**src/hdl/wfs_pkg.sv**
```systemverilog
package wfs_pkg;

  localparam int HASH_BITS = 64;
  localparam int WLEN_BITS = 7;
  localparam int POS_OUT_BITS = 32;
  localparam int MAX_WINDOW_DEF = 64;
  localparam int POSITION_BITS_DEF = 32;
  localparam int QUEUE_DEPTH = 2;

  localparam logic [WLEN_BITS-1:0] WLEN_RESET = 7'd4;
  localparam logic signed [HASH_BITS-1:0] HASH_TOP = 64'sh7FFF_FFFF_FFFF_FFFF;

  typedef enum logic [0:0] {
    ITEM_NEXT  = 1'b0,
    ITEM_START = 1'b1
  } item_kind_t;

  typedef struct packed {
    logic signed [HASH_BITS-1:0] hash;
    item_kind_t                  kind;
  } item_t;

  typedef struct packed {
    logic  valid;
    item_t item;
  } queue_t;

endpackage

```
**src/hdl/wfs_if.sv**
```systemverilog
interface wfs_item_if;
  import wfs_pkg::*;

  logic                        valid;
  logic                        ready;
  logic signed [HASH_BITS-1:0] hash_value;
  logic                        start_of_list;

  modport source (output valid, output hash_value, output start_of_list, input ready);
  modport sink (input valid, input hash_value, input start_of_list, output ready);
endinterface


```
**src/hdl/wfs_front.sv**
```systemverilog
module wfs_front (
  input  logic            clk,
  input  logic            rst,
  wfs_item_if.sink        in,
  output wfs_pkg::queue_t q,
  input  logic            q_pop
);
  import wfs_pkg::*;

  item_t      entry [QUEUE_DEPTH];
  logic       wr_ptr;
  logic       rd_ptr;
  logic [1:0] fill;
  logic       push;
  logic       pop;

  assign in.ready = (fill != 2'(QUEUE_DEPTH));
  assign push     = in.valid && in.ready;
  assign pop      = q_pop && (fill != 2'd0);

  assign q.valid = (fill != 2'd0);
  assign q.item  = entry[rd_ptr];

  always_ff @(posedge clk) begin
    if (rst) begin
      wr_ptr <= 1'b0;
      rd_ptr <= 1'b0;
      fill   <= 2'd0;
    end else begin
      if (push) begin
        entry[wr_ptr].hash <= in.hash_value;
        entry[wr_ptr].kind <= in.start_of_list ? ITEM_START : ITEM_NEXT;
        wr_ptr             <= ~wr_ptr;
      end
      if (pop) begin
        rd_ptr <= ~rd_ptr;
      end
      if (push && !pop) begin
        fill <= fill + 2'd1;
      end else if (pop && !push) begin
        fill <= fill - 2'd1;
      end
    end
  end

endmodule

```
**src/flat_wrapper.sv**
```systemverilog
// flat-port wrapper written by rule: the top's interface ports become plain ports
module wfs_front_flat import wfs_pkg::*;
  (clk, rst, q, q_pop, in_valid, in_hash_value, in_start_of_list, in_ready);
  wfs_item_if in_i ();
  input  logic clk;
  input  logic rst;
  output wfs_pkg::queue_t q;
  input  logic q_pop;
  input wire logic [$bits(in_i.valid)-1:0] in_valid;
  input wire logic [$bits(in_i.hash_value)-1:0] in_hash_value;
  input wire logic [$bits(in_i.start_of_list)-1:0] in_start_of_list;
  output wire logic [$bits(in_i.ready)-1:0] in_ready;
  assign in_i.valid = in_valid;
  assign in_i.hash_value = in_hash_value;
  assign in_i.start_of_list = in_start_of_list;
  assign in_ready = in_i.ready;
  wfs_front u_core (.clk(clk), .rst(rst), .in(in_i), .q(q), .q_pop(q_pop));
endmodule
```
**config.mk**
```make
export PLATFORM = sky130hd
export DESIGN_NAME = wfs_front_flat
export DESIGN_NICKNAME = d
export VERILOG_FILES = /design/src/hdl/wfs_pkg.sv /design/src/hdl/wfs_if.sv /design/src/hdl/wfs_front.sv /design/src/flat_wrapper.sv
export SDC_FILE = /design/constraint.sdc
export NUM_CORES = 1
export LEC_CHECK = 0
export ABC_AREA = 1
export ABC_CLOCK_PERIOD_IN_PS = 5090
export BUFFER_PORTS_ARGS = -buffer_cell sky130_fd_sc_hd__buf_2
export CAP_MARGIN = 25
export CORE_MARGIN = 3
export CORE_UTILIZATION = 47
export CTS_CLUSTER_SIZE = 8
export DETAILED_ROUTE_END_ITERATION = 7
export HOLD_SLACK_MARGIN = 0.15
export PLACE_DENSITY = 0.75
export SETUP_SLACK_MARGIN = 0.5
export SLEW_MARGIN = 0
export SYNTH_ARGS = -nofsm -noshare
export SYNTH_HDL_FRONTEND = slang
export SYNTH_SLANG_ARGS = --single-unit
```
**constraint.sdc**
```tcl
create_clock -name clk -period 5.09 [get_ports clk]
set_input_delay 0.2545 -clock clk [delete_from_list [all_inputs] [get_ports clk]]
set_output_delay 0.2545 -clock clk [all_outputs]
set_load 0.01 [all_outputs]
```
* Word-level counts from Yosys, hierarchy flattened
Memories as Yosys holds them, arrays and structs flattened. A register that Yosys moved wholly into a read port is not among the register bits.
Cells that the tools add are included.
** Storage, ports and cells
- Bits of input ports :: 69
- Flip-flop bits (word level) :: 4
- Output and inout port bits :: 67
- Latch bits :: 0
- RAM bits :: 130
- ROM bits :: 0
- Memories kept :: 1
** Memory list
- u_core.entry :: words 2, bits a word 65, read ports 1, clocked after memory_dff 1, wr ports 1, RTL line wfs_front.sv:10 : item_t entry [QUEUE_DEPTH];
** Operators by class
- $add $sub $neg :: 2
- Reduce and logical (&&, ||, !) cells :: 8
- Divide/modulo/power cells :: 0
- Shifts and indexed selects :: 0
- $mul :: 0
- Equality and inequality tests :: 1
- $lt $le $gt $ge :: 0
- Bitwise operators :: 2
- Muxes and demuxes :: 8
** Operator list (count)
- $mux W1 :: 6
- $logic_and A1 B1 Y1 :: 4
- $mux W2 :: 2
- $reduce_bool A2 Y1 :: 2
- $add A2 B1 Y2 const B :: 1
- $logic_not A1 Y1 :: 2
- $ne A2 B2 Y1 const B :: 1
- $not A1 Y1 :: 2
- $sub A2 B1 Y2 const B :: 1

* Logic depth before layout (Yosys ltp)
- Word-level depth :: 6
- Mapped depth :: 11
- Gate-level depth less buffers :: 11

* Worst setup path before layout
No wires, ideal clock.
- Path type :: reg-to-reg
- From :: register u_core.fill[0]
- To :: memory u_core.entry[1][0] (netlist bit), enable pin
- Buffers on the path :: 0
- Clock period less this slack :: 5.577 ns
- Library setup time :: 0.568 ns
- Data arrival time :: 5.010 ns
- Setup slack :: -0.487 ns
- Data required time :: 4.522 ns
- Stages on the path, launching flop included :: 5
- Path through :: dfxtp_1 -> inv_1 -> nand2_1 -> nand2_1 -> nor3_1
** On the way
- Cells in the longest elaborated chain, start to end :: 5
** Ends and longest elaborated chain
- from (decl) :: RTL line wfs_front.sv:13 : logic [1:0] fill;
- from (signal assigned) :: RTL line wfs_front.sv:39 : fill <= fill + 2'd1;
- from (signal assigned) :: RTL line wfs_front.sv:41 : fill <= fill - 2'd1;
- $ne A2 B2 Y1 :: RTL line wfs_front.sv:17 : assign in.ready = (fill != 2'(QUEUE_DEPTH));
- net in_ready :: RTL line flat_wrapper.sv:12 : output wire logic [$bits(in_i.ready)-1:0] in_ready;
- $logic_and A1 B1 Y1 :: RTL line wfs_front.sv:18 : assign push = in.valid && in.ready;
- $mux W1 :: RTL line wfs_front.sv:30 : if (push) begin
- $mux W1 :: RTL line wfs_front.sv:25 : if (rst) begin
- $mux W1 :: RTL line wfs_front.sv:32 : entry[wr_ptr].kind <= in.start_of_list ? ITEM_START : ITEM_NEXT;
- to (decl) :: RTL line wfs_front.sv:10
The timed path passes the listed nets, and every way through them passes these cells.

* Final worst setup path
- From :: register u_core.fill[0]
- To :: memory u_core.entry[0][0] (netlist bit), enable pin
** On the way
- Cells in the longest elaborated chain, start to end :: 5
** Ends and longest elaborated chain
- $ne A2 B2 Y1 :: RTL line wfs_front.sv:17
- $logic_and A1 B1 Y1 :: RTL line wfs_front.sv:18
- net u_core.push :: RTL line wfs_front.sv:14 : logic push;
- $mux W1 :: RTL line wfs_front.sv:30
- $mux W1 :: RTL line wfs_front.sv:25
- $mux W1 :: RTL line wfs_front.sv:32
The timed path passes the listed nets, and every way through them passes these cells.

==> results.md <==
* Status: finished clean
* Final HPWL DP at 5853 µm
* Most frequent cells in the layout: buf_2, edfxtp_1, dlygate4sd3_1
* Horiz. Die Dim at 110.5 µm
* Synth area leaders: edfxtp_1, mux2_4, mux2_2, dfxtp_1, buf_6
* Final core area utilization at 69.46%
* Area leader, netlist: edfxtp_1
* Worst-margin pin slew at 871.5 ps
* Leakage at 2.877 nW
* Syn. warnings at 0
* Worst-skew pair later-pin latency at 500 ps
* I/O Pins at 136
* Crit path max fanout at 37
* Peak VDD IR at 335.0 µV
* Max Cap Violations at 0
* Drt initial violations at 128
* TNS Setup at 0 ps
* Syn Inst Count at 239
* Crit path arrival time at 2610 ps
* Buffers on Ports at 135
* Critical path capture point type: flip-flop
* Core Region at 10460 µm²
* Die area at 12220 µm²
* # diodes at 0
* Setup Viol. Count Final at 0
* Met2 GRT Util at 27.47%
* GRT Total Usage at 16.11%
* Initial antenna violation count at 0
* Sequential area share after synthesis at 77.95%
* WP data required at 5230 ps
* Fin crit share at 48.59%
* Syn Nets at 309
* Period minus WS final at 2473 ps
* CTS sink cnt at 135
* CTS tree: done
* Cell Area, Synth at 5136 µm²
* Initial DRT Pass Iterations at 4
* Cell variety after synth at 15
* Worst-path clk slew at 60 ps
* Slew Limit Fails at 0
* Largest net degree at the start of global routing at 66
* Fmax at 0.4043 GHz
* Die height at 110.5 µm
* Antenna-violating nets left at 0
* Post-CTS setup repair buffer count at 0
* Top-area cell type share of the netlist area at 76.00%
* # rows at 37
* CTS Buf Count at 17
* Unrepaired setup endpoints after global routing: no
* Sequential Area at 4008 µm²
* Max Root-Sink Buffers at 2
* RePlAce Congestion at 0.7106
* Overflow after GRT at 0
* # fillers at 701
* Met1 GRT Util at 19.35%
* DRC violations left at 0
* Commonest non-fill, non-tap cell in the layout: buf_2
* Final Skew at 6.578 ps
* First-pass GRT wire length at 15380 µm
* Starting Density at 49.09%
* Tot Pwr at 0.003292 W
* Final wirelength at 9785 µm
* Final Hold Viols at 0
* Post-Layout Cell Count at 606
* Power Density at 453.0 nW/µm²
* Via density at 4.787
* Vias at 2901
* Synth-to-Final Area Change at 41.49%
* Layout cell share with drive strength beyond 1 at 50.43%
* Met3 usage at 5.041%
* Vias in the first global route at 3064
* Total placed cells including tap cells at 506
* #FFs+latches synth at 135
* CP Class: reg2reg
* Worst setup SP type: flip-flop
* Hold Crit Class: in2reg
* Root buffer cell: clkbuf_8
* Multi-input logic area at 1049 µm²
* Total Nets Final at 527
* GRT Max-Usage Layer: met2
* Worst slew margin at 41.76%
* Wire per inst at 16.15 µm
* H-tree lvl count at 4
* Syn Area/Cell at 21.49 µm²
==> stage by stage <==
| stage | worst slack (ps) | instance area, µm² | hold WS [ps] |
|---|---|---|---|
| 6_report | 2617 | 7267 | 313.8 |
| 3_3_place_gp | 2698 | 5947 | 441.4 |
| 4_1_cts | 2602 | 7267 | 286.3 |
| 3_5_place_dp | 2612 | 5974 | 445.7 |
| 2_1_floorplan | 1140 | 5141 | 323.6 |
| 5_1_grt | 2411 | 7267 | 347.6 |
==> state kept, by name, indices dropped and copies added (netlist names), named ones only <==
name / flops
u_core.fill: 2
u_core.entry: 130
u_core.wr_ptr: 1
u_core.rd_ptr: 1
==> layer usage <==
layer / vias to the layer above / part of all wire, %
li1: 1361 / -
met1: 1403 / 42
met2: 126 / 51
met3: 11 / 6.0
met4: 0 / 1.2
met5: - / 0
==> cell type report <==
type | instances | area share [%]
clock buffer | 17 | 5.699
clock inverter | 15 | 2.720
sequential | 135 | 55.15
tap | 136 | 2.342
multi-input combinational | 89 | 14.43
inverter | 8 | 0.4132
timing repair buffer | 206 | 19.25
==> kinds of logic (layout without fill, tap and decap cells) <==
kind of cell / Yosys count / count (layout) / synth area share, %
adder cells (fa/ha/maj): 1 / 1 / 0.2436
flip-flops: 135 / 135 / 77.95
AO/OA/AOI/OAI: 4 / 4 / 0.3896
buffers and inverters: 15 / 246 / 1.997
AND/OR/NAND/NOR: 19 / 19 / 1.510
multiplexers: 65 / 65 / 17.90
==> where the power goes <==
group,switching (W),internal (W),total (W)
sequential,0.0000527,0.00133,0.00138
clock,0.000450,0.000797,0.00125
combinational,0.000311,0.000352,0.000663
==> cells in the mapped netlist, drive strengths merged <==
cell type,count
edfxtp,130
mux2,65
nand2,11
inv,8
buf,7
dfxtp,5
nor2,4
a21oi,3
nand3,2
ha,1
nand4,1
nor3,1
o21ai,1
==> timing repair <==
action	in CTS	in global routing
setup endpoints to repair	0	0
hold endpoints to repair	135	0
hold buffers	68	0
resized for setup	0	0
==> path summary, 6_finish.rpt <==
path	startpoint	endpoint	slack, ps	depth (start not counted)
min reg2reg	u_core.rd_ptr	flip-flop	540	2
min	in_valid	u_core.fill[0]	310	5
max	u_core.fill[0]	u_core.entry[0][0]	2620	7
max reg2reg	u_core.fill[0]	u_core.entry[0][0]	2620	7
==> critical path, stage by stage, from the launching register on <==
cell and delay, ps:
dfxtp_1 320, inv_1 80, nand2_1 90, nand2_1 120
inv_1 100, nand2_1 100, nor2_4 680, buf_4 590
(Power assumes the default switching activity.)
